[src/hdl/sdtfm_pkg.sv]
// Package for the signed divider: operation codes and the control word
// that travels with each item through the divider array. No dependencies.
`default_nettype none

package sdtfm_pkg;

  typedef enum logic [1:0] {
    OP_TRUNC = 2'd0,
    OP_FLOOR = 2'd1,
    OP_MOD   = 2'd2
  } op_e;

  typedef struct packed {
    logic [1:0] op;
    logic       neg_a;
    logic       neg_b;
    logic       zero_b;
  } ctrl_t;

endpackage

`default_nettype wire

[src/hdl/sdtfm_front.sv]
// Entry stage: takes the operand word, registers operand magnitudes and the
// control word for the divider cells. Depends on sdtfm_pkg.
`default_nettype none

module sdtfm_front #(
  parameter int W = 32
) (
  input  wire logic              clk_i,
  input  wire logic              rst_ni,
  input  wire logic              valid_i,
  output logic                   ready_o,
  input  wire logic [1:0]        op_i,
  input  wire logic [W-1:0]      dividend_i,
  input  wire logic [W-1:0]      divisor_i,
  output logic                   valid_o,
  input  wire logic              ready_i,
  output sdtfm_pkg::ctrl_t       ctrl_o,
  output logic [W-1:0]           mag_a_o,
  output logic [W-1:0]           mag_b_o
);

  logic             valid_q;
  sdtfm_pkg::ctrl_t ctrl_d, ctrl_q;
  logic [W-1:0]     mag_a_d, mag_a_q;
  logic [W-1:0]     mag_b_d, mag_b_q;

  assign ready_o = !valid_q || ready_i;

  always_comb begin
    ctrl_d.op     = op_i;
    ctrl_d.neg_a  = dividend_i[W-1];
    ctrl_d.neg_b  = divisor_i[W-1];
    ctrl_d.zero_b = (divisor_i == '0);
    mag_a_d = dividend_i[W-1] ? (~dividend_i + 1'b1) : dividend_i;
    mag_b_d = divisor_i[W-1] ? (~divisor_i + 1'b1) : divisor_i;
  end

  always_ff @(posedge clk_i or negedge rst_ni) begin
    if (!rst_ni) begin
      valid_q <= 1'b0;
    end else if (ready_o) begin
      valid_q <= valid_i;
    end
  end

  always_ff @(posedge clk_i) begin
    if (valid_i && ready_o) begin
      ctrl_q  <= ctrl_d;
      mag_a_q <= mag_a_d;
      mag_b_q <= mag_b_d;
    end
  end

  assign valid_o = valid_q;
  assign ctrl_o  = ctrl_q;
  assign mag_a_o = mag_a_q;
  assign mag_b_o = mag_b_q;

endmodule

`default_nettype wire

[config.mk]
export PLATFORM = sky130hd
export DESIGN_NAME = sdtfm_front
export DESIGN_NICKNAME = d
export VERILOG_FILES = /design/src/hdl/sdtfm_pkg.sv /design/src/hdl/sdtfm_front.sv
export SDC_FILE = /design/constraint.sdc
export NUM_CORES = 1
export LEC_CHECK = 0
export BUFFER_PORTS_ARGS = -buffer_cell sky130_fd_sc_hd__buf_4
export CORE_MARGIN = 4
export CORE_UTILIZATION = 45
export DETAILED_ROUTE_END_ITERATION = 8
export HOLD_SLACK_MARGIN = 0.15
export PLACE_DENSITY = 0.71
export SLEW_MARGIN = 20
export SYNTH_ARGS = -nofsm -noshare
export SYNTH_HDL_FRONTEND = slang
export SYNTH_SLANG_ARGS = --single-unit
[constraint.sdc]
create_clock -name clk_i -period 3.5 [get_ports clk_i]
set_input_delay 0.35 -clock clk_i [delete_from_list [all_inputs] [get_ports clk_i]]
set_output_delay 0.35 -clock clk_i [all_outputs]
set_load 0.005 [all_outputs]
==> out/qor.yml <==
outcome:
  outcome: "complete, no violations"
drt:
  ant_nets: 0
  wirelength_um: 8760
  vias_per_cell: 5.43
  num_vias: 2856
  drt-pass1-iter-count: 4
  drc: 0
  drt-initial-drc-count: 63
  avgRoutedWirePerCell_um: 16.7
global_routing:
  antenna_found_initial: 0
  grt_max_degree: 39
  grt_use_met1_pct: 21.5
  grtUsageTotal_pct: 18.6
  grtUsageMet3_pct: 7.32
  met2_usage_pct: 32.0
  grt_pass1_vias: 2838
  gr-total-overflow: 0
  grt_pass1_wl_um: 14000
  grt-busiest-layer: "met2"
power_and_ir_drop:
  p_switching_uw: 475
  switching_share_pct: 24.0
  p_comb_share_pct: 16.9
  pwr-share-clk_pct: 31.9
  power.leakage_nw: 1.80
  power.density_mw_per_mm2: 402
  p_int_mw: 1.51
  vdd_drop_max_uv: 200
  power_frac_seq_pct: 51.3
clock_network:
  cts.repair.resized: 0
  cts_setup_buffers: 0
  cts_max_level: 3
  worstSkewPairLatency_ns: 0.35
  cts.path.max_buffers: 2
  cts.clk_slew.worst_paths_ns: 0.08
  clock-root-buffer: "clkbuf_8"
  numClockSinks: 70
  cts_inserted_buffers: 9
  tritoncts: "built"
  cts_hold_buf: 1
sta:
  slew_violations: 0
  slew-limit-headroom_pct: 47.9
  max_freq_ghz: 0.421
  finalCritPeriodShare_pct: 67.9
  finalHoldViolations: 0
  rsz0062_at_grt: "false"
  finalSetupTns_ns: 0
  finalClockSkew_ns: 0.00855
  max_slew.worst_pin.slew_ns: 0.774
  fin_crit_ns: 2.38
  final-setup-viol-count: 0
setup_path:
  crit_chain: "buf_4 > nor4_1 > nand3_1 > o41ai_1 > xnor2_1"
  cp.buffers_inverters: 1
  path_class: "primary input to flip-flop"
  worstPathArrival_ns: 2.46
  path_max_fanout: 13
  cp.required_ns: 3.58
  cp_top_family: "simple AND/OR/NAND/NOR gates"
  worstSetupEndpointType: "flip-flop"
  crit_slowest_cell: "nor4_1"
  cp-start-kind: "primary input"
  slowest_delay_ns: 0.68
logic_synthesis:
  synth_seq_cells: 70
  ys.flop_type: "edfxtp_1"
  yosys_warnings: 0
  synthCells: 278
  ys_types: 31
  synth_edf_count: 69
  synth_nets: 352
  avgSynthCellArea_um2: 12.9
  synth_seq_area_share_pct: 58.4
  synth_area_mm2: 0.00359
  synthArstFlopShare_pct: 1.43
final_layout:
  area_growth_syn_to_layout_pct: 37.3
  num_antenna_cells: 0
  final_common_cell: "buf_4"
  drive_gt1_share_pct: 39.4
  layout_common_cells: "buf_4 (140), edfxtp_1 (69), xnor2_1 (57)"
  layoutNonFillerInstCount: 526
  nets: 493
  num-fill-cells: 610
die:
  num_rows: 32
  die_area_mm2: 0.00947
  die_h_um: 97.3
  pin_count: 141
  die_x_um: 97.3
  start_util_pct: 46.5
  core-area_mm2: 0.00773
run:
  drv_cap: 0
place:
  io_buffers: 140
  hpwl_um: 6510
  dpl.cell_count: 509
  gp_congestion: 0.803
hold_path:
  min_path_type: "primary input to flip-flop"
==> cells by family (layout without fill, tap and decap cells) <==
logic type	count (synthesis)	count (layout)	synth area share [%]
compound gates	52	52	11.3
xor+xnor	58	58	14.1
fa+ha+maj	4	4	1.39
simple gates	77	77	12.6
flops	70	70	58.4
buf+inv	17	163	2.19
==> flip-flops by register name (all words and copies together) (netlist names) <==
| signal | count |
|---|---|
| ctrl_o | 5 |
| mag_a_o | 32 |
| mag_b_o | 32 |
| valid_o | 1 |
==> layout make-up <==
| type | instances | area [um^2] | share of cell area [%] |
|---|---|---|---|
| clock buffers | 9 | 124 | 2.51 |
| clock inverters | 7 | 65.1 | 1.32 |
| inverters | 5 | 18.8 | 0.381 |
| multi-input cells | 191 | 1420 | 28.7 |
| flip-flops and latches | 70 | 2100 | 42.5 |
| well taps | 102 | 128 | 2.59 |
| repair buffers | 142 | 1080 | 21.9 |
==> through the flow <==
step / setup slack, ns / total power [mW] / cell area (um^2) / util [%] / hold WS (ns)
6_report: 1.12 / 1.98 / 4930 / 63.8 / 0.173
3_3_place_gp: 0.975 / 1.36 / 4730 / 61.2 / 0.126
5_1_grt: 0.993 / 2.07 / 4930 / 63.8 / 0.154
3_5_place_dp: 0.830 / 1.37 / 4730 / 61.2 / 0.126
4_1_cts: 1.17 / 1.99 / 4930 / 63.8 / 0.170
2_1_floorplan: 0.924 / 1.17 / 3590 / - / 0.0544
==> worst paths after layout <==
check,start,to,slack (ns),depth (start not counted)
worst min-delay path,op_i[0],ctrl_o[3],0.17,1
min in group asynchronous,rst_ni,valid_o,0.33,2
worst max register to register,valid_o,mag_b_o[8],1.72,3
worst min register to register,valid_o,valid_o,0.54,2
worst max-delay path,divisor_i[5],mag_b_o[9],1.12,5
max in group asynchronous,rst_ni,valid_o,3.09,2
==> power groups by stage <==
| stage | Clock, mW | Combinational [mW] | Sequential, mW |
|---|---|---|---|
| 2_1_floorplan | 0 | 0.125 | 1.04 |
| 3_3_place_gp | 0 | 0.329 | 1.03 |
| 3_5_place_dp | 0 | 0.336 | 1.03 |
| 4_1_cts | 0.637 | 0.338 | 1.02 |
| 5_1_grt | 0.684 | 0.365 | 1.02 |
| 6_report | 0.631 | 0.334 | 1.02 |
==> Yosys cell counts, drive strengths merged (4+ instances only) <==
| cell | instances | area share (%) |
|---|---|---|
| nor4 | 7 | 1.2 |
| or4 | 9 | 2.2 |
| inv | 5 | 0.52 |
| nor2 | 7 | 0.73 |
| nand2 | 15 | 1.6 |
| nand2b | 10 | 1.7 |
| or2 | 5 | 0.87 |
| o41ai | 21 | 5.7 |
| clkbuf | 9 | 0.94 |
| nor3 | 5 | 0.84 |
| xnor2 | 57 | 14 |
| o31ai | 17 | 3.6 |
| o21ai | 13 | 1.8 |
| edfxtp | 69 | 58 |
| ha | 4 | 1.4 |
| or3 | 10 | 1.7 |
==> per-layer routing <==
| layer | routed length [um] | part of all wire, % | vias to the layer above |
|---|---|---|---|
| met1 | 3480 | 40 | 1356 |
| li1 | - | - | 1354 |
| met3 | 870 | 9.9 | 11 |
| met4 | 80 | 0.91 | 0 |
| met5 | 0 | 0 | - |
| met2 | 4330 | 49 | 135 |
Power figures use the tool's default switching activity.
