==> config.mk <==
export PLATFORM = sky130hd
export DESIGN_NAME = sdtfm_cell
export DESIGN_NICKNAME = d
export VERILOG_FILES = /design/src/hdl/sdtfm_pkg.sv /design/src/hdl/sdtfm_cell.sv
export SDC_FILE = /design/constraint.sdc
export NUM_CORES = 1
export LEC_CHECK = 0
export ABC_AREA = 0
export BUFFER_PORTS_ARGS = -buffer_cell sky130_fd_sc_hd__buf_2
export CAP_MARGIN = 20
export CORE_UTILIZATION = 40
export DETAILED_ROUTE_END_ITERATION = 7
export PLACE_DENSITY = 0.65
export SYNTH_ARGS = -nofsm -noshare
export SYNTH_HDL_FRONTEND = slang
export SYNTH_SLANG_ARGS = --single-unit
==> constraint.sdc <==
create_clock -name clk_i -period 5.23 [get_ports clk_i]
set_input_delay 0.2615 -clock clk_i [delete_from_list [all_inputs] [get_ports clk_i]]
set_output_delay 0.2615 -clock clk_i [all_outputs]
set_load 0.01 [all_outputs]
==> src/hdl/sdtfm_pkg.sv <==
// Package for the signed divider: operation codes and the control word
// that travels with each item through the divider array. No dependencies.
`default_nettype none

package sdtfm_pkg;

  typedef enum logic [1:0] {
    OP_TRUNC = 2'd0,
    OP_FLOOR = 2'd1,
    OP_MOD   = 2'd2
  } op_e;

  typedef struct packed {
    logic [1:0] op;
    logic       neg_a;
    logic       neg_b;
    logic       zero_b;
  } ctrl_t;

endpackage

`default_nettype wire

==> src/hdl/sdtfm_cell.sv <==
// One restoring division cell: develops one quotient bit per item and hands
// the partial remainder and shifted quotient to the next cell. Depends on
// sdtfm_pkg.
`default_nettype none

module sdtfm_cell #(
  parameter int W = 32
) (
  input  wire logic              clk_i,
  input  wire logic              rst_ni,
  input  wire logic              valid_i,
  output logic                   ready_o,
  input  wire sdtfm_pkg::ctrl_t  ctrl_i,
  input  wire logic [W-1:0]      div_i,
  input  wire logic [W-1:0]      rem_i,
  input  wire logic [W-1:0]      quo_i,
  output logic                   valid_o,
  input  wire logic              ready_i,
  output sdtfm_pkg::ctrl_t       ctrl_o,
  output logic [W-1:0]           div_o,
  output logic [W-1:0]           rem_o,
  output logic [W-1:0]           quo_o
);

  logic             valid_q;
  sdtfm_pkg::ctrl_t ctrl_q;
  logic [W-1:0]     div_q;
  logic [W-1:0]     rem_d, rem_q;
  logic [W-1:0]     quo_d, quo_q;
  logic [W:0]       trial;
  logic [W:0]       diff;
  logic             fits;

  assign ready_o = !valid_q || ready_i;

  always_comb begin
    trial = {rem_i, quo_i[W-1]};
    diff  = trial - {1'b0, div_i};
    fits  = !diff[W];
    rem_d = fits ? diff[W-1:0] : trial[W-1:0];
    quo_d = {quo_i[W-2:0], fits};
  end

  always_ff @(posedge clk_i or negedge rst_ni) begin
    if (!rst_ni) begin
      valid_q <= 1'b0;
    end else if (ready_o) begin
      valid_q <= valid_i;
    end
  end

  always_ff @(posedge clk_i) begin
    if (valid_i && ready_o) begin
      ctrl_q <= ctrl_i;
      div_q  <= div_i;
      rem_q  <= rem_d;
      quo_q  <= quo_d;
    end
  end

  assign valid_o = valid_q;
  assign ctrl_o  = ctrl_q;
  assign div_o   = div_q;
  assign rem_o   = rem_q;
  assign quo_o   = quo_q;

endmodule

`default_nettype wire

==> out/qor.csv, run 1 <==
stage;metric;value;unit
sta;tightest_slew;0.770;ns
detailed_routing;drtIter0Drc;262;
yosys;synth_enable_flop_cells;101;
detailed_routing;drt_wl_total;13.8;mm
global_route;grt_start_max_net_pins;63;
finish;syn2layout_area_growth;26.9;%
finish;fillers;1233;
yosys;synth_top_area_share;54.8;%
global_route;antenna_found_initial;0;
detailed_routing;ant_nets;0;
clocking;clock_sinks;102;
sta;finalSetupTns;0;ns
place;dp_hpwl;10.7;mm
hold_path;holdPathStages;1;
power;power.density;306;nW/um2
clocking;h-tree-depth;3;
critical_path;critPathMaxFanout;20;
detailed_routing;vias;4353;
sta;skew;0.00659;ns
yosys;syn_area_per_cell;11.9;um2
finish;multiInputGateArea;2240;um2
die;fp.dieArea;14300;um2
global_route;track_usage;19.5;%
clocking;ctsResizeCount;0;
sta;setup_viol;0;
run_status;outcome;completed;
clocking;cts_made_buffers;9;
die;start_util;41.4;%
power;power_leakage;3.18;nW
sta;slew-limit-headroom;48.7;%
clocking;ctsLongestPathBuffers;2;
place;gp_congestion;0.791;
place;io_buffers;207;
critical_path;worstSetupPathType;primary input to flip-flop;
critical_path;required;5.33;ns
clocking;cts_tree;done;
die;io_pins;208;
critical_path;reg2reg_slack;3.05;ns
critical_path;path_cells;buf_2 > ha_1 > fa_1 > nand2b_1 > a21oi_1 > o211ai_1 > a21oi_1 > o21a_1 > o211ai_4 > inv_2 > mux2_4;
finish;regArea;3060;um2
hold_path;whs_endpoint;quo_o[13];
yosys;syn_area;5530;um2
yosys;synthTopCellsByArea;edfxtp_1 (55%), ha_1 (7.2%), mux2_4 (4.9%), a21oi_1 (3.1%), nand2_1 (3.0%);
clocking;clk_pin_slew_worst_paths;0.07;ns
yosys;yosys.area.top_type;edfxtp_1;
yosys;seq_area_frac_synth;55.3;%
sta;rsz0062_at_grt;false;
critical_path;critPathSlowestCell;inv_2;
detailed_routing;wl_per_cell;16.2;um
yosys;syn_inst;465;
run;maxCapViolations;0;
sta;finalHoldViolCount;0;
power;ir_drop;132;uV
critical_path;end_kind;flip-flop;
critical_path;slowest_delay;0.55;ns
hold_path;hp-start;quo_i[12];
yosys;ys_warn_count;0;
detailed_routing;first_pass_iters;5;
global_route;grt_pass1_wl;21.3;mm
die;die_w;120;um
sta;fmax;326;MHz
sta;period_share;58.6;%
yosys;ys_seq_elements;102;
critical_path;reg2reg_from;valid_o;
sta;finalMaxSlewViolations;0;
critical_path;start_kind;primary input;
finish;drive_gt1_share;36.7;%
die;core_area;13300;um2
clocking;postCtsSetupBuffers;0;
die;die_h;120;um
critical_path;cp.arrival;3.17;ns
global_route;overflow;0;
yosys;synth_cell_type_count;50;
sta;fin_crit;3.06;ns
clocking;insertion_delay;0.35;ns
critical_path;worstRegToRegCells;3;
hold_path;min_path_type;primary input to flip-flop;
clocking;cts-root-buf;clkbuf_16;
finish;stdcell_area;7020;um2
finish;nets;809;
place;placed_area;6720;um2
yosys;ys.flop_type;edfxtp_1;
finish;diodes;0;
yosys;syn_nets;603;
yosys;async_reset_ff_share;0.980;%
detailed_routing;via_per_inst;5.11;
critical_path;r2r-end;quo_o[26];
detailed_routing;drc;0;
critical_path;crit_top_cell;a21oi_1;
clocking;holdBufCountCts;1;
die;rows;42;
global_route;grt_pass1_vias;4279;
-- state kept, by name, summed over array words and instances, names as in the netlist --
name / flops
div_o: 32
quo_o: 32
rem_o: 32
ctrl_o: 5
valid_o: 1
-- area by class of cell --
cell class                 count  share of cell area, %
clock buffer                  10                   3.26
multi-input combinational    306                   31.9
inverter                      42                   2.25
sequential                   102                   43.6
clock inverter                 6                  0.784
tap                          176                   3.14
timing repair buffer         210                   15.1
-- kinds of logic (layout without fill, tap and decap cells) --
| group | after synthesis | count (layout) | share of synthesized area (%) |
|---|---|---|---|
| AO/OA/AOI/OAI | 120 | 120 | 14.4 |
| XOR/XNOR | 24 | 24 | 3.80 |
| adder cells (fa/ha/maj) | 33 | 33 | 7.60 |
| buffers and inverters | 57 | 268 | 4.30 |
| flip-flops | 102 | 102 | 55.3 |
| multiplexers | 18 | 18 | 4.89 |
| AND/OR/NAND/NOR | 111 | 111 | 9.71 |
-- worst max-delay path by stage --
stage / from / endpoint / slack, ns / cells past startpoint
global placement: div_i[13] / rem_o[20] / 1.92 / 11
global route: div_i[0] / rem_o[17] / 2.00 / 11
floorplan: valid_o / ctrl_o[0] / 1.82 / 2
finish: div_i[0] / rem_o[21] / 2.17 / 11
detailed placement: div_i[0] / rem_o[20] / 1.82 / 11
CTS: div_i[0] / rem_o[21] / 2.17 / 11
-- where the power goes --
group | leakage, nW | total (mW) | internal, mW | switching [mW]
Sequential | 0.974 | 0.994 | 0.980 | 0.0138
Clock | 0.133 | 0.641 | 0.331 | 0.310
Combinational | 2.08 | 0.512 | 0.224 | 0.287
Total | 3.18 | 2.15 | 1.54 | 0.611
-- stage by stage --
step / std cells / util (%) / setup WS [ns] / hold WS [ns] / power (mW)
global route: 852 / 52.6 / 2.00 / 0.0658 / 2.25
floorplan: 465 / - / 1.82 / -0.0341 / 1.35
global placement: 835 / 50.4 / 1.92 / 0.0471 / 1.52
detailed placement: 835 / 50.4 / 1.82 / 0.0484 / 1.53
CTS: 852 / 52.6 / 2.17 / 0.0635 / 2.17
finish: 852 / 52.6 / 2.17 / 0.0783 / 2.15
-- worst max-delay path, delay by kind of cell --
kind            cells  cell delay (ns)
buf+inv             2             0.66
compound gates      5             1.08
simple gates        1             0.19
mux                 1             0.36
fa+ha+maj           2             0.61
-- synthesized netlist by cell type (2+ instances only) --
library cell and n:
a211oi_1 4, a21boi_0 2, a21o_1 15, a21oi_1 34
a31oi_1 2, and2_1 4, and3_1 6, and4_1 2
buf_6 3, clkbuf_1 11, edfxtp_1 101, ha_1 32
inv_1 41, mux2_4 18, nand2_1 44, nand2b_1 7
nand3_1 11, nand4_1 7, nor2_1 16, nor2b_1 5
nor3_1 4, o2111ai_1 2, o211ai_1 8, o21a_1 6
o21ai_0 24, o21bai_1 5, o31ai_1 5, o41ai_1 2
xnor2_1 14, xor2_1 10
-- routing by layer --
layer  track usage [%]  vias up  routed length [um]
li1                  -     2132                   -
met1              23.9     2032                5960
met2              32.9      166                6630
met3              4.18       23                 950
met4              8.36        0                 271
met5                 0        -                   0
-- placed cells by master (no fill, tap or decap), types with 11 or more instances in the layout --
cell type and count:
nand3_1 11, edfxtp_1 101, mux2_4 18, nand2_1 44, a21o_1 15, ha_1 32, a21oi_1 34, xnor2_1 14
nor2_1 16, o21ai_0 24, buf_2 207, inv_1 41
Power figures use the tool's default switching activity.
==> inputs of run 2 (changes only) <==
- ABC_AREA: 0 -> 1
- PLACE_DENSITY: 0.65 -> 0.66
- clock period: 5.23 -> 2.53 ns (I/O delays scaled with it)
==> out/qor.csv, run 2 <==
stage;metric;value;unit;change
place;place_ws;0.152;ns;-1.67 ns
power;p_clk_share;29.5;%;-0.4 points
critical_path;crit_top_cell;nand2_1;;
yosys;netlist_top_cells_count;nand2_1 (337), inv_1 (160), edfxtp_1 (101);;
sta;finalHoldViolCount;0;;unchanged
power;power.density;542;nW/um2;+77%
clocking;h-tree-depth;3;;unchanged
run;maxCapViolations;0;;unchanged
yosys;syn_inst;790;;+70%
critical_path;cp.arrival;2.59;ns;-0.58 ns
power;swShare;31.9;%;+3.5 points
clocking;ctsLongestPathBuffers;2;;unchanged
yosys;ys.flop_type;edfxtp_1;;
global_route;grt_pass1_vias;5483;;+28%
yosys;synth.most_common_cell;nand2_1;;
yosys;ys_seq_elements;102;;unchanged
yosys;synth_enable_flop_cells;101;;unchanged
detailed_routing;drc;0;;unchanged
finish;diodes;0;;unchanged
detailed_routing;drt_wl_total;18.2;mm;+32%
finish;syn2layout_area_growth;39.0;%;
yosys;yosys.area.top_type;edfxtp_1;;
yosys;async_reset_ff_share;0.980;%;unchanged
clocking;cts-root-buf;clkbuf_16;;
place;dp_cells;1180;;+41%
hold_path;min_path_type;primary input to flip-flop;;
sta;period_share;93.3;%;
power;switchingPower;1.50;mW;+150%
clocking;insertion_delay;0.36;ns;about the same
place;io_buffers;207;;unchanged
critical_path;worstSetupPathType;primary input to flip-flop;;
critical_path;reg2reg_from;valid_o;;
clocking;clk_pin_slew_worst_paths;0.07;ns;about the same
yosys;syn_area;6250;um2;+13%
die;rows;45;;+7.1%
critical_path;critical-path-top-delay-family;buffers and inverters;;
global_route;overflow;0;;unchanged
critical_path;critPathMaxFanout;8;;-60%
sta;tightest_slew;0.525;ns;-0.245 ns
sta;skew;0.0109;ns;+0.00429 ns
power;ir_drop;308;uV;+130%
power;seqPwrFrac;43.5;%;-2.8 points
clocking;cts_tree;done;;
global_route;grt_start_max_net_pins;102;;+62%
detailed_routing;ant_nets;0;;unchanged
global_route;antenna_found_initial;0;;unchanged
finish;final_common_cell;nand2_1;;
yosys;synth_cell_type_count;24;;-52%
yosys;synth_top_area_share;48.5;%;-6.3 points
detailed_routing;drtIter0Drc;325;;+24%
sta;finalMaxSlewViolations;0;;unchanged
die;core_area;15200;um2;+14%
detailed_routing;first_pass_iters;7;;+2
finish;drive_gt1_share;23.3;%;-13 points
power;p_int;3.20;mW;+110%
power;power_leakage;4.63;nW;+45%
critical_path;path_cells;dlygate4sd3_1 > buf_2 > inv_1 > ha_1 > nand2_2 > inv_1 > nand2_1 > nand2_1 > nand2_1 > nand2_2 > a21oi_4 > buf_4 > nand3_4 > buf_12 > nand2_8 > nand2_1 > nand2_1;;
detailed_routing;via_per_inst;4.63;;-9.3%
critical_path;worstRegToRegCells;2;;-1
critical_path;required;2.76;ns;-2.57 ns
finish;layout_common_cells;nand2_1 (334), buf_2 (207), inv_1 (160), edfxtp_1 (101), dlygate4sd3_1 (69);;
critical_path;slowest_delay;0.53;ns;-0.02 ns
sta;slew-limit-headroom;65.0;%;+16 points
critical_path;critPathBufInv;6;;+4
clocking;clock_sinks;102;;unchanged
clocking;cts_made_buffers;9;;unchanged
sta;setup_viol;0;;unchanged
sta;fin_crit;2.36;ns;
critical_path;cp-startpoint;div_i[18];;
die;die_w;127;um;+6.2%
hold_path;whs_endpoint;valid_o;;
detailed_routing;vias;5892;;+35%
critical_path;critPathSlowestCell;dlygate4sd3_1;;
yosys;seq_area_frac_synth;48.9;%;-6.4 points
finish;post-route-util;57.2;%;+4.6 points
sta;rsz0062_at_grt;false;;
die;io_pins;208;;unchanged
global_route;grt_pass1_wl;26.6;mm;+25%
sta;fmax;424;MHz;
die;fp.dieArea;16100;um2;+13%
hold_path;holdPathStages;3;;+2
die;die_h;127;um;+6.2%
power;power;4.71;mW;+120%
global_route;track_usage;21.5;%;+2.0 points
hold_path;hp-start;valid_i;;
critical_path;start_kind;primary input;;
finish;nets;1217;;+50%
yosys;syn_nets;928;;+54%
die;start_util;41.1;%;-0.32 points
detailed_routing;wl_per_cell;14.3;um;-12%
critical_path;reg2reg_slack;1.08;ns;-1.97 ns
finish;fillers;1417;;+15%
yosys;ys_warn_count;0;;unchanged
place;gp_congestion;0.901;;+14%
finish;final_cells;1272;;+49%
critical_path;r2r-end;div_o[28];;
yosys;syn_area_per_cell;7.91;um2;-33%
place;dp_hpwl;12.7;mm;+19%
power;comb_power_share;27.0;%;+3.2 points
yosys;synthTopCellsByArea;edfxtp_1 (49%), nand2_1 (20%), inv_1 (9.6%), ha_1 (6.4%), nand3_1 (2.5%);;
sta;fin_ws;0.170;ns;-2.00 ns
critical_path;end_kind;flip-flop;;
run_status;outcome;completed;;
-- run 2: cell types whose count changed after synthesis, sizes merged, moves of 9 or more --
cell    previous run  this run
mux2              18         0
xnor2             14         1
inv               42       161
a21oi             36        26
o211ai             9         0
a21o              15         0
o21ai             24         0
nor2              16        39
nand3             11        31
clkbuf            11         0
nand2             44       347
-- run 2: how the worst max path moves through the flow --
stage	end	slack (ns)	depth (start not counted)
floorplan	ctrl_o[0]	-0.03	1
global placement	rem_o[19]	0.26	16
detailed placement	rem_o[19]	0.15	15
CTS	rem_o[6]	0.02	16
global route	rem_o[6]	0.02	16
finish	rem_o[16]	0.17	17
-- run 2: logic make-up (layout without fill, tap and decap cells) --
kind of cell               Yosys count  after routing  synth area share [%]
DFF                                102            102                  48.9
adders and majority gates           33             33                  6.73
AOI/OAI and AO/OA                   33             33                  3.04
xor gates and xnor gates            15             15                  2.10
buffers and inverters              167            456                  10.8
and+or+nand+nor                    440            445                  28.4
-- run 2: metal layers --
metal / vias to the layer above / wire length, um / track usage, %
met5: - / 0 / 0
met2: 191 / 8590 / 37.4
met1: 2651 / 8350 / 27.5
li1: 3037 / - / -
met4: 0 / 257 / 5.39
met3: 13 / 1020 / 4.02
-- run 2: cell type report --
cell class              instances  area, um2  area share [%]
clock buffers                   9        225            2.59
clock inverters                 7       66.3           0.763
inverters                     161        604            6.96
multi-input cells             526       2720            31.4
flip-flops and latches        102       3060            35.2
well taps                     188        235            2.71
repair buffers                279       1770            20.4
-- run 2: worst reg2reg max path, delay by kind of cell, from the launching register on --
kind,cells,cell delay [ns]
buffers and inverters,1,0.44
flip-flops,1,0.43
AO/OA/AOI/OAI,1,0.17
-- run 2: metrics by stage --
step	setup TNS [ns]	hold slack, ns	instance area, um2
after floorplan	-2.82	-0.169	6260
after global placement	0	-0.0987	7490
after detailed placement	0	-0.0975	7490
after CTS	0	0.00110	8470
after global routing	0	0.0231	8690
final	0	0.00694	8690
-- run 2: power by group through the flow --
stage	registers (mW)	logic (mW)	clock network [mW]
floorplan	2.16	0.650	0
detailed placement	2.08	1.09	0
global route	2.06	1.42	1.48
finish	2.05	1.27	1.39
global placement	2.08	1.08	0
CTS	2.05	1.18	1.42
-- run 2: timing repair --
item | 4_1_cts | 5_1_grt
setup endpoints to repair | 0 | 33
hold endpoints to repair | 69 | 0
hold buffers | 69 | 0
setup buffers | 0 | 2
gates resized for setup | 0 | 22
