## src/hdl/sdtfm_pkg.sv

```systemverilog
// Package for the signed divider: operation codes and the control word
// that travels with each item through the divider array. No dependencies.
`default_nettype none

package sdtfm_pkg;

  typedef enum logic [1:0] {
    OP_TRUNC = 2'd0,
    OP_FLOOR = 2'd1,
    OP_MOD   = 2'd2
  } op_e;

  typedef struct packed {
    logic [1:0] op;
    logic       neg_a;
    logic       neg_b;
    logic       zero_b;
  } ctrl_t;

endpackage

`default_nettype wire

```

## src/hdl/sdtfm_back.sv

```systemverilog
// Output stage: applies signs, floor correction and the modulo fix-up to the
// unsigned quotient and remainder, and holds the result word. Depends on
// sdtfm_pkg.
`default_nettype none

module sdtfm_back #(
  parameter int W = 32
) (
  input  wire logic              clk_i,
  input  wire logic              rst_ni,
  input  wire logic              valid_i,
  output logic                   ready_o,
  input  wire sdtfm_pkg::ctrl_t  ctrl_i,
  input  wire logic [W-1:0]      div_i,
  input  wire logic [W-1:0]      rem_i,
  input  wire logic [W-1:0]      quo_i,
  output logic                   valid_o,
  input  wire logic              ready_i,
  output logic [W-1:0]           result_o
);

  logic         valid_q;
  logic [W-1:0] result_d, result_q;
  logic         signs_differ;
  logic         rem_nz;

  assign ready_o = !valid_q || ready_i;

  always_comb begin
    signs_differ = ctrl_i.neg_a ^ ctrl_i.neg_b;
    rem_nz       = (rem_i != '0);
    case (ctrl_i.op)
      sdtfm_pkg::OP_TRUNC: begin
        result_d = signs_differ ? (~quo_i + 1'b1) : quo_i;
      end
      sdtfm_pkg::OP_FLOOR: begin
        if (!signs_differ) begin
          result_d = quo_i;
        end else if (rem_nz) begin
          result_d = ~quo_i;
        end else begin
          result_d = ~quo_i + 1'b1;
        end
      end
      sdtfm_pkg::OP_MOD: begin
        if (signs_differ && rem_nz) begin
          result_d = ctrl_i.neg_b ? (rem_i - div_i) : (div_i - rem_i);
        end else begin
          result_d = ctrl_i.neg_a ? (~rem_i + 1'b1) : rem_i;
        end
      end
      default: begin
        result_d = '0;
      end
    endcase
    if (ctrl_i.zero_b) begin
      result_d = '0;
    end
  end

  always_ff @(posedge clk_i or negedge rst_ni) begin
    if (!rst_ni) begin
      valid_q <= 1'b0;
    end else if (ready_o) begin
      valid_q <= valid_i;
    end
  end

  always_ff @(posedge clk_i) begin
    if (valid_i && ready_o) begin
      result_q <= result_d;
    end
  end

  assign valid_o  = valid_q;
  assign result_o = result_q;

endmodule

`default_nettype wire

```

## config.mk

```make
export PLATFORM = sky130hd
export DESIGN_NAME = sdtfm_back
export DESIGN_NICKNAME = d
export VERILOG_FILES = /design/src/hdl/sdtfm_pkg.sv /design/src/hdl/sdtfm_back.sv
export SDC_FILE = /design/constraint.sdc
export NUM_CORES = 1
export LEC_CHECK = 0
export BUFFER_PORTS_ARGS = -buffer_cell sky130_fd_sc_hd__buf_2
export CAP_MARGIN = 20
export CORE_MARGIN = 5
export CORE_UTILIZATION = 53
export CTS_CLUSTER_DIAMETER = 100
export CTS_CLUSTER_SIZE = 40
export DETAILED_ROUTE_END_ITERATION = 7
export PLACE_DENSITY = 0.78
export SETUP_SLACK_MARGIN = 0.5
export SKIP_LAST_GASP = 1
export SLEW_MARGIN = 15
export SYNTH_ARGS = -nofsm -noshare
export SYNTH_HDL_FRONTEND = slang
export SYNTH_SLANG_ARGS = --single-unit
```

## constraint.sdc

```tcl
create_clock -name clk_i -period 3.3 [get_ports clk_i]
set_input_delay 0.165 -clock clk_i [delete_from_list [all_inputs] [get_ports clk_i]]
set_output_delay 0.165 -clock clk_i [all_outputs]
set_load 0.03 [all_outputs]
```

==> metrics.yaml, run 1 <==
yosys:
  syn-instance-count: 962
  synth_edf_count: 32
  async_flop_share_pct: 3.03
  yosysWarnings: 0
  syn_nets: 1133
  synth.distinct_cells: 73
  synthFlopType: "edfxtp_1"
  syn_area_um2: 6790
  synth.avg_cell_area_um2: 7.06
  yosys_register_bits: 33
  seq_area_frac_synth_pct: 14.5
power_and_ir_drop:
  p_per_area_nw_per_um2: 294
  p_leak_nw: 3.57
  power_mw: 2.35
  ir_drop_uv: 221
outcome:
  status: "completed"
route:
  drc: 0
  met1_length_mm: 9.87
  postRouteAntennaNets: 0
  drt-initial-drc-count: 1076
  detailroute.via_count: 7995
  highest_layer: "met4"
  wire_per_inst_um: 19.1
  routed_wl_mm: 24.1
  via_per_inst: 6.34
  dr.pass1.iters: 6
  dr_wl_met2_mm: 10.7
  wl_met3_mm: 2.54
layout:
  final_nets: 1259
  fin_cells: 1261
  diodes: 0
  mostFrequentLayoutCell: "buf_2"
  fin_util_pct: 63.5
  fin_area_um2: 7990
  final-seq-area_um2: 986
  final_cell_mix: "buf_2 (138), a21oi_1 (109), inv_1 (85), o21ai_0 (80), nor2_1 (73)"
  area_growth_pct: 17.7
  drive_above_1_share_pct: 20.2
  fillCellCount: 1176
  multi_input_area_um2: 5320
timing:
  worst_pin_slew_ps: 577
  finalSetupViolCount: 0
  tns_ps: 0
  hold_viol_final: 0
  finalCriticalPeriod_ps: 2810
  relSlewSlack_pct: 61.5
  fmax_mhz: 356
  finalMaxSlewViolations: 0
  whs_ps: 100
  fin_skew_ps: 6.43
  timing.final.crit_share_pct: 85.0
  setup_slack_ps: 494
  rsz0062_at_grt: "true"
critical_path:
  r2r_start: "valid_o$_DFFE_PN0N_"
  ff2ff_setup_slack_ps: 1950
  end_kind: "register"
  crit_fanout: 5
  critPathMaxStageDelay_ps: 560
  start_kind: "input pin"
  cp_num_buf_inv: 1
  cp_common_cell: "or4_4"
  path_cells: "buf_2 -> or4_4 -> or4_4 -> or4_4 -> nor2_4 -> nand3_2 -> o21ai_2 -> xor2_1 -> nor2_1 -> or3_1"
  cp_top_family: "simple AND/OR/NAND/NOR gates"
  cp.arrival_ps: 2830
  crit_slowest_cell: "or4_4"
  cp.required_ps: 3320
  worstSetupPathType: "input pin to register"
  crit_start: "quo_i[5]"
placement:
  place_ws_ps: 205
  port_buffers: 138
  gp_congestion: 1.03
  dp_hpwl_mm: 19.3
  place_inst: 1249
  place_area_um2: 7690
global_routing:
  antenna_found_initial: 0
  gr-total-overflow: 0
  grt_first_pass_wirelength_mm: 37.0
  grt_usage_pct: 30.5
  grt_pass1_vias: 7274
  grt_max_degree: 49
die:
  start_util_pct: 54.0
  coreArea_um2: 12600
  die-area_um2: 15200
  die_h_um: 123
  rows: 41
  die_w_um: 123
  io_pins: 139
min_path:
  holdCritPathClass: "input pin to register"
  hold_path.startpoint: "valid_i"
flow_run:
  max-cap-violations: 0
clock_network:
  path_clk_slew_ps: 50
  cts_buffers: 5
  htreeDepth: 2
  cts_tree: "yes"
  cts-root-buf: "clkbuf_16"
  cts_sinks: 33
  clockBufferDepth: 2
  clk_latency_ps: 280
==> worst register-to-register path, delay by kind of cell, from the launching register on <==
family,cells,cell delay [ps]
DFF,1,370
buffers and inverters,1,370
and+or+nand+nor,2,230
==> flip-flops by register name (all words and copies together), names as in the netlist <==
signal	cells
valid_o	1
result_o	32
==> final timing paths <==
| path | to | depth (start not counted) |
|---|---|---|
| max | result_o[31]$_SDFFCE_PP0P_ | 10 |
| min | valid_o$_DFFE_PN0N_ | 2 |
| max reg2reg | result_o[27]$_SDFFCE_PP0P_ | 3 |
| min reg2reg | valid_o$_DFFE_PN0N_ | 2 |
| max in group asynchronous | valid_o$_DFFE_PN0N_ | 2 |
| min in group asynchronous | valid_o$_DFFE_PN0N_ | 2 |
==> routing by layer <==
metal / track usage [%] / up-vias
met5: 0 / -
met4: 10.8 / 0
met3: 2.06 / 87
met2: 50.5 / 559
met1: 42.0 / 3603
li1: - / 3746
==> layout make-up <==
cell class                 count  share of cell area (%)
clock buffer                   6                    1.61
multi-input combinational    788                    66.6
clock inverter                 2                   0.423
timing repair buffer         174                    12.3
tap                          172                    2.69
sequential                    33                    12.3
inverter                      86                    4.04
==> cell families after synthesis <==
group / synth area share [%]
compound gates: 34.0
buf+inv: 8.57
xor+xnor: 10.3
flops: 14.5
simple gates: 19.5
fa+ha+maj: 12.4
mux: 0.756
==> report_power, final <==
part           total (mW)  internal, mW  leakage (nW)  switching (mW)
logic                1.31         0.492          3.16           0.822
registers           0.509         0.500         0.328         0.00938
clock network       0.522         0.354        0.0785           0.168
total                2.35          1.35          3.57            1.00
==> synth_stat cells (4+ instances only) <==
library cell | n | area share (%)
a21oi_1 | 118 | 8.7
o21ai_0 | 87 | 6.4
inv_1 | 85 | 4.7
nor2_1 | 74 | 4.1
nand2_1 | 69 | 3.8
ha_1 | 64 | 12
xnor2_1 | 63 | 8.1
clkbuf_1 | 41 | 2.3
edfxtp_1 | 32 | 14
a21o_1 | 26 | 2.9
nor3_1 | 22 | 1.6
a31oi_1 | 21 | 1.9
nand3_1 | 20 | 1.5
o31ai_1 | 19 | 2.1
xor2_1 | 17 | 2.2
nor4_1 | 14 | 1.3
nand4_1 | 13 | 1.2
o21bai_1 | 11 | 1.2
nand2b_1 | 10 | 0.92
nor2b_1 | 10 | 0.92
a211oi_1 | 8 | 0.88
o22ai_1 | 8 | 0.74
and2_1 | 7 | 0.65
o22a_1 | 7 | 0.90
o211ai_1 | 6 | 0.66
o21a_1 | 6 | 0.66
o41ai_1 | 6 | 0.77
or3_1 | 6 | 0.55
a221oi_1 | 5 | 0.65
buf_2 | 5 | 0.37
or2_2 | 5 | 0.46
or4_4 | 5 | 0.83
and3_1 | 4 | 0.37
mux2i_1 | 4 | 0.59
==> what timing repair did <==
action / in CTS / in global routing
hold buffers: 1 / 0
endpoints found under the hold margin: 1 / 0
pin swaps: 0 / 5
buffers inserted: 0 / 3
endpoints found under the setup margin: 2 / 19
gates resized for setup: 3 / 29
No activity file was read; power rests on OpenSTA's default activity.
==> inputs of run 2 (changes only) <==
--- a/config.mk
+++ b/config.mk
@@ -7,10 +7,9 @@
 export LEC_CHECK = 0
 export BUFFER_PORTS_ARGS = -buffer_cell sky130_fd_sc_hd__buf_2
 export CAP_MARGIN = 20
-export CORE_MARGIN = 5
+export CORE_MARGIN = 10
 export CORE_UTILIZATION = 53
 export CTS_CLUSTER_DIAMETER = 100
-export CTS_CLUSTER_SIZE = 40
 export DETAILED_ROUTE_END_ITERATION = 7
 export PLACE_DENSITY = 0.78
 export SETUP_SLACK_MARGIN = 0.5
==> run 2 against run 1 <==
Core utilization up 0.84 points. Sequential power about the same. Clock skew down 0.58 ps. Design area up 1.3%. Setup slack about the same. Combinational power about the same. Register-to-register slack about the same. Clock power down 11%. Via count up 1.0%. Maximum frequency about the same. Cell count up 0.79%. Worst hold slack worse by 3.3 ps. Critical path type unchanged. Largest cell class unchanged. Largest power group unchanged.
==> metrics.yaml, run 2 (synthesized netlist as in run 1, its figures left out) <==
route:
  postRouteAntennaNets: 0
  drt-initial-drc-count: 1210
  drc: 0
  detailroute.via_count: 8075
  via_per_inst: 6.35
  dr.pass1.iters: 6
  routed_wl_mm: 25.3
  wire_per_inst_um: 19.9
critical_path:
  cp.required_ps: 3330
  worstSetupPathType: "input pin to register"
  critPathMaxStageDelay_ps: 550
  crit_slowest_cell: "or4_4"
  path_cells: "buf_6 -> or4_4 -> or4_4 -> or4_4 -> nor2_4 -> nand3_2 -> o21ai_2 -> xor2_1 -> nor2_1 -> or3_1"
  end_kind: "register"
  start_kind: "input pin"
  crit_fanout: 4
  cp_common_cell: "or4_4"
  cp.arrival_ps: 2840
  ff2ff_setup_slack_ps: 1950
layout:
  final_nets: 1269
  fillCellCount: 1183
  largest_register_ffs: 32
  area_growth_pct: 19.2
  final_cell_mix: "buf_2 (134), a21oi_1 (110), inv_1 (85), o21ai_0 (81), nor2_1 (74)"
  mostFrequentLayoutCell: "buf_2"
  fin_util_pct: 64.4
  diodes: 0
  drive_above_1_share_pct: 21.1
flow_run:
  max-cap-violations: 0
clock_network:
  clockBufferDepth: 2
  cts-root-buf: "clkbuf_16"
  cts_sinks: 33
  htreeDepth: 2
  cts_buffers: 5
  cts_tree: "yes"
  clk_latency_ps: 280
  path_clk_slew_ps: 60
die:
  start_util_pct: 54.0
  io_pins: 139
  rows: 41
  coreArea_um2: 12600
  die-area_um2: 17700
  die_h_um: 133
  die_w_um: 133
global_routing:
  grt_usage_pct: 26.6
  grt_first_pass_wirelength_mm: 39.7
  antenna_found_initial: 0
  grt_max_degree: 49
  gr-total-overflow: 0
  grt_pass1_vias: 7499
timing:
  whs_ps: 96.9
  fin_skew_ps: 5.84
  finalSetupViolCount: 0
  hold_viol_final: 0
  finalCriticalPeriod_ps: 2810
  tns_ps: 0
  relSlewSlack_pct: 50.3
  rsz0062_at_grt: "true"
  timing.final.crit_share_pct: 85.0
  fmax_mhz: 356
  worst_pin_slew_ps: 740
  finalMaxSlewViolations: 0
outcome:
  status: "completed"
placement:
  gp_congestion: 1.05
  dp_hpwl_mm: 20.2
  port_buffers: 138
min_path:
  holdCritPathClass: "input pin to register"
power_and_ir_drop:
  p_leak_nw: 3.62
  power_mw: 2.30
  p_per_area_nw_per_um2: 284
  ir_drop_uv: 196
run 2: what timing repair did:
item	CTS	global route
setup endpoints to repair	1	27
buffers inserted	2	5
pin swaps	3	20
endpoints found under the hold margin	1	0
hold buffers	1	0
resized for setup	1	38
run 2: worst max-delay path, delay by kind of cell:
kind | cells | cell delay, ps
buffers and inverters | 1 | 100
XOR/XNOR | 1 | 170
AO/OA/AOI/OAI | 1 | 170
AND/OR/NAND/NOR | 7 | 2230
run 2: power breakdown:
| group | internal [mW] | leakage, nW | switching [mW] |
|---|---|---|---|
| sequential | 0.499 | 0.328 | 0.0103 |
| clock | 0.279 | 0.0621 | 0.185 |
| combinational | 0.502 | 3.23 | 0.826 |
| total | 1.28 | 3.62 | 1.02 |
run 2: stage by stage:
| stage | cells | cell area (um2) | setup WS [ps] |
|---|---|---|---|
| 5_1_grt | 1271 | 8090 | 399 |
| 4_1_cts | 1266 | 7930 | 504 |
| 6_report | 1271 | 8090 | 494 |
| 3_5_place_dp | 1255 | 7750 | 141 |
| 3_3_place_gp | 1255 | 7750 | 191 |
| 2_1_floorplan | 962 | 6790 | 488 |
run 2: metal layers:
| metal | wire [um] | GRT usage [%] | up-vias |
|---|---|---|---|
| met5 | 0 | 0 | - |
| met4 | 990 | 9.13 | 0 |
| met3 | 2550 | 4.29 | 81 |
| met2 | 11200 | 42.8 | 554 |
| met1 | 10600 | 35.3 | 3681 |
| li1 | - | - | 3759 |
run 2: worst paths after layout:
check	from	cells after the start	endpoint
min	valid_i	2	valid_o$_DFFE_PN0N_
max in group asynchronous	rst_ni	2	valid_o$_DFFE_PN0N_
max	quo_i[6]	10	result_o[31]$_SDFFCE_PP0P_
max reg2reg	valid_o$_DFFE_PN0N_	3	result_o[5]$_SDFFCE_PP0P_
min in group asynchronous	rst_ni	2	valid_o$_DFFE_PN0N_
min reg2reg	valid_o$_DFFE_PN0N_	2	valid_o$_DFFE_PN0N_
run 2: final cells by class:
| cell class | instances | area (um2) | share of cell area (%) |
|---|---|---|---|
| timing repair buffer | 184 | 1090 | 13.5 |
| tap | 172 | 215 | 2.66 |
| clock inverter | 3 | 22.5 | 0.278 |
| clock buffer | 5 | 125 | 1.55 |
| sequential | 33 | 986 | 12.2 |
| multi-input combinational | 788 | 5330 | 65.9 |
| inverter | 86 | 323 | 3.99 |
==> inputs of run 3 (changes only) <==
--- a/config.mk
+++ b/config.mk
@@ -5,13 +5,14 @@
 export SDC_FILE = /design/constraint.sdc
 export NUM_CORES = 1
 export LEC_CHECK = 0
+export ABC_AREA = 1
 export BUFFER_PORTS_ARGS = -buffer_cell sky130_fd_sc_hd__buf_2
 export CAP_MARGIN = 20
 export CORE_MARGIN = 10
 export CORE_UTILIZATION = 53
 export CTS_CLUSTER_DIAMETER = 100
 export DETAILED_ROUTE_END_ITERATION = 7
-export PLACE_DENSITY = 0.78
+export PLACE_DENSITY = 0.75
 export SETUP_SLACK_MARGIN = 0.5
 export SKIP_LAST_GASP = 1
 export SLEW_MARGIN = 15
==> run 3 against run 2 <==
Via count is 37% higher. Synthesized cell count grew 73%. Die area up 24%. Clock power is essentially flat. Count of clock-buffer cells in the layout increased by 3. Area after synthesis grew 28%. Routed wire length is 32% higher. Design area up 20%. Cell count rose by 57%. Critical path type unchanged. Highest routed layer unchanged.
==> metrics.yaml, run 3 <==
die:
  die-area_um2: 21900
  start_util_pct: 54.3
  die_w_um: 148
  io_pins: 139
  die_h_um: 148
  rows: 46
  coreArea_um2: 16000
placement:
  gp_congestion: 1.05
  place_ws_ps: 676
  port_buffers: 138
  place_inst: 1990
  dp_hpwl_mm: 27.7
clock_network:
  cts_resized: 0
  cts_sinks: 33
  clockBufferDepth: 2
  cts_buffers: 5
  path_clk_slew_ps: 50
  cts-root-buf: "clkbuf_16"
  cts_tree: "yes"
  clk_latency_ps: 280
  htreeDepth: 2
global_routing:
  grt_pass1_vias: 10000
  grt_first_pass_wirelength_mm: 51.6
  antenna_found_initial: 0
  grt_max_degree: 40
  gr-total-overflow: 0
  grt_usage_pct: 29.0
power_and_ir_drop:
  p_seq_share_pct: 21.9
  comb_power_share_pct: 58.2
  p_leak_nw: 5.37
  power.switching_mw: 1.12
  power_mw: 2.32
  p_per_area_nw_per_um2: 238
  ir_drop_uv: 204
  swShare_pct: 48.2
  p_clk_share_pct: 19.9
  power.internal_mw: 1.20
route:
  postRouteAntennaNets: 0
  drt-initial-drc-count: 1177
  detailroute.via_count: 11000
  drc: 0
  routed_wl_mm: 33.4
  dr.pass1.iters: 6
  via_per_inst: 5.52
  wire_per_inst_um: 16.7
timing:
  fmax_mhz: 420
  setup_slack_ps: 919
  finalSetupViolCount: 0
  tns_ps: 0
  finalMaxSlewViolations: 0
  timing.final.crit_share_pct: 72.2
  fin_skew_ps: 1.92
  worst_pin_slew_ps: 969
  finalCriticalPeriod_ps: 2380
  hold_viol_final: 0
  relSlewSlack_pct: 35.1
  rsz0062_at_grt: "false"
yosys:
  yosysTopAreaCellShare_pct: 27.9
  synth_edf_count: 32
  synth_fa_ha_area_share_pct: 9.68
  synth_compound_area_share_pct: 10.9
  synth.top_cells.by_count: "nand2_1 (646), inv_1 (243), nand3_1 (170)"
  yosys.area_share.simple_pct: 51.1
  seq_area_frac_synth_pct: 11.4
  synth_top_family_by_area: "simple AND/OR/NAND/NOR gates"
  synth.distinct_cells: 42
  syn-instance-count: 1666
  synth_area_leaders: "nand2_1 (28%), edfxtp_1 (11%), inv_1 (11%)"
  synth.avg_cell_area_um2: 5.21
  yosys_register_bits: 33
  synthFlopType: "edfxtp_1"
  yosysWarnings: 0
  synth_xor_xnor_area_share_pct: 3.53
  syn_area_um2: 8690
  synth_mux_area_share_pct: 0.346
  yosysTopAreaCell: "nand2_1"
  yosysMostFrequentCell: "nand2_1"
  syn_nets: 1837
  async_flop_share_pct: 3.03
layout:
  final-seq-area_um2: 986
  fin_util_pct: 60.9
  largest_register_ffs: 32
  fillCellCount: 1717
  multi_input_area_um2: 6570
  fin_cells: 2000
  mostFrequentLayoutCell: "nand2_1"
  final_nets: 1954
  final_cell_mix: "nand2_1 (646), inv_1 (243), nand3_1 (170), nor2_1 (154), buf_2 (138)"
  diodes: 0
  drive_above_1_share_pct: 11.0
  area_growth_pct: 12.1
critical_path:
  reg2reg_to: "result_o[6]$_SDFFCE_PP0P_"
  cp.required_ps: 3420
  worstSetupPathType: "input pin to register"
  r2r_start: "valid_o$_DFFE_PN0N_"
  cp.arrival_ps: 2500
  ff2ff_setup_slack_ps: 1960
  start_kind: "input pin"
  worst_r2r_path_depth: 2
  crit_fanout: 35
  end_kind: "register"
min_path:
  hold_path.startpoint: "valid_i"
  hold_end: "valid_o$_DFFE_PN0N_"
  min_path_cells: 3
  holdCritPathClass: "input pin to register"
outcome:
  status: "completed"
flow_run:
  max-cap-violations: 0
## run 3: changes by cell type in the layout (fill, tap and decap cells not counted), moves of 35 or more
| cell | delta |
|---|---|
| nand3_1 | +151 |
| inv_1 | +158 |
| nand2_1 | +577 |
| buf_4 | -35 |
| nor2_1 | +80 |
| xnor2_1 | -62 |
## run 3: how the worst max path moves through the flow
stage | start | cells past startpoint | endpoint
after global placement | rem_i[12] | 14 | result_o[29]$_SDFFCE_PP0P_
after floorplan | valid_o$_DFFE_PN0N_ | 1 | result_o[0]$_SDFFCE_PP0P_
after detailed placement | rem_i[1] | 16 | result_o[26]$_SDFFCE_PP0P_
after CTS | rem_i[1] | 16 | result_o[26]$_SDFFCE_PP0P_
after global routing | rem_i[1] | 16 | result_o[26]$_SDFFCE_PP0P_
final | rem_i[1] | 16 | result_o[26]$_SDFFCE_PP0P_
## run 3: power by group through the flow
stage / registers, mW / clock network [mW] / logic (mW)
global placement: 0.517 / 0 / 1.29
floorplan: 0.574 / 0 / 0.837
detailed placement: 0.517 / 0 / 1.31
global route: 0.510 / 0.484 / 1.50
CTS: 0.509 / 0.464 / 1.31
finish: 0.508 / 0.461 / 1.35
## run 3: kinds of logic after synthesis
logic type	count (synthesis)
AND/OR/NAND/NOR	1056
buffers and inverters	296
AO/OA/AOI/OAI	177
adder cells (fa/ha/maj)	66
XOR/XNOR	35
flip-flops	33
multiplexers	3
## run 3: critical path, stage by stage
cell and delay (ps):
buf_2 110, inv_1 180, ha_1 240, nand3_2 150
nor2_4 230, nand2_2 120, nor2_4 130, nor2_4 40
buf_4 290, nand2_4 130, nand2_2 80, clkinv_2 200
o21ai_0 130, nand2_1 80, nand2_1 50, a21oi_1 170
## run 3: repair_timing
action,4_1_cts,5_1_grt
buffers inserted,0,0
hold endpoints to repair,1,0
hold buffers,1,0
## run 3: per-stage QoR
| step | cell area [um2] | hold WS, ps |
|---|---|---|
| finish | 9740 | 130 |
| global route | 9740 | 142 |
| CTS | 9710 | 131 |
| detailed placement | 9570 | -50.7 |
| global placement | 9570 | -60.3 |
| floorplan | 8690 | -131 |
## run 3: area by class of cell
type	count	area share [%]
multi-input combinational	1337	67.5
timing repair buffer	149	8.30
tap	216	2.77
clock buffer	8	1.40
sequential	33	10.1
inverter	257	9.92
## run 3: routing by layer
layer | GRT usage (%) | part of all wire [%]
met5 | 0 | 0
met4 | 10.2 | 3.8
met2 | 44.1 | 42
met3 | 6.84 | 11
met1 | 39.1 | 43
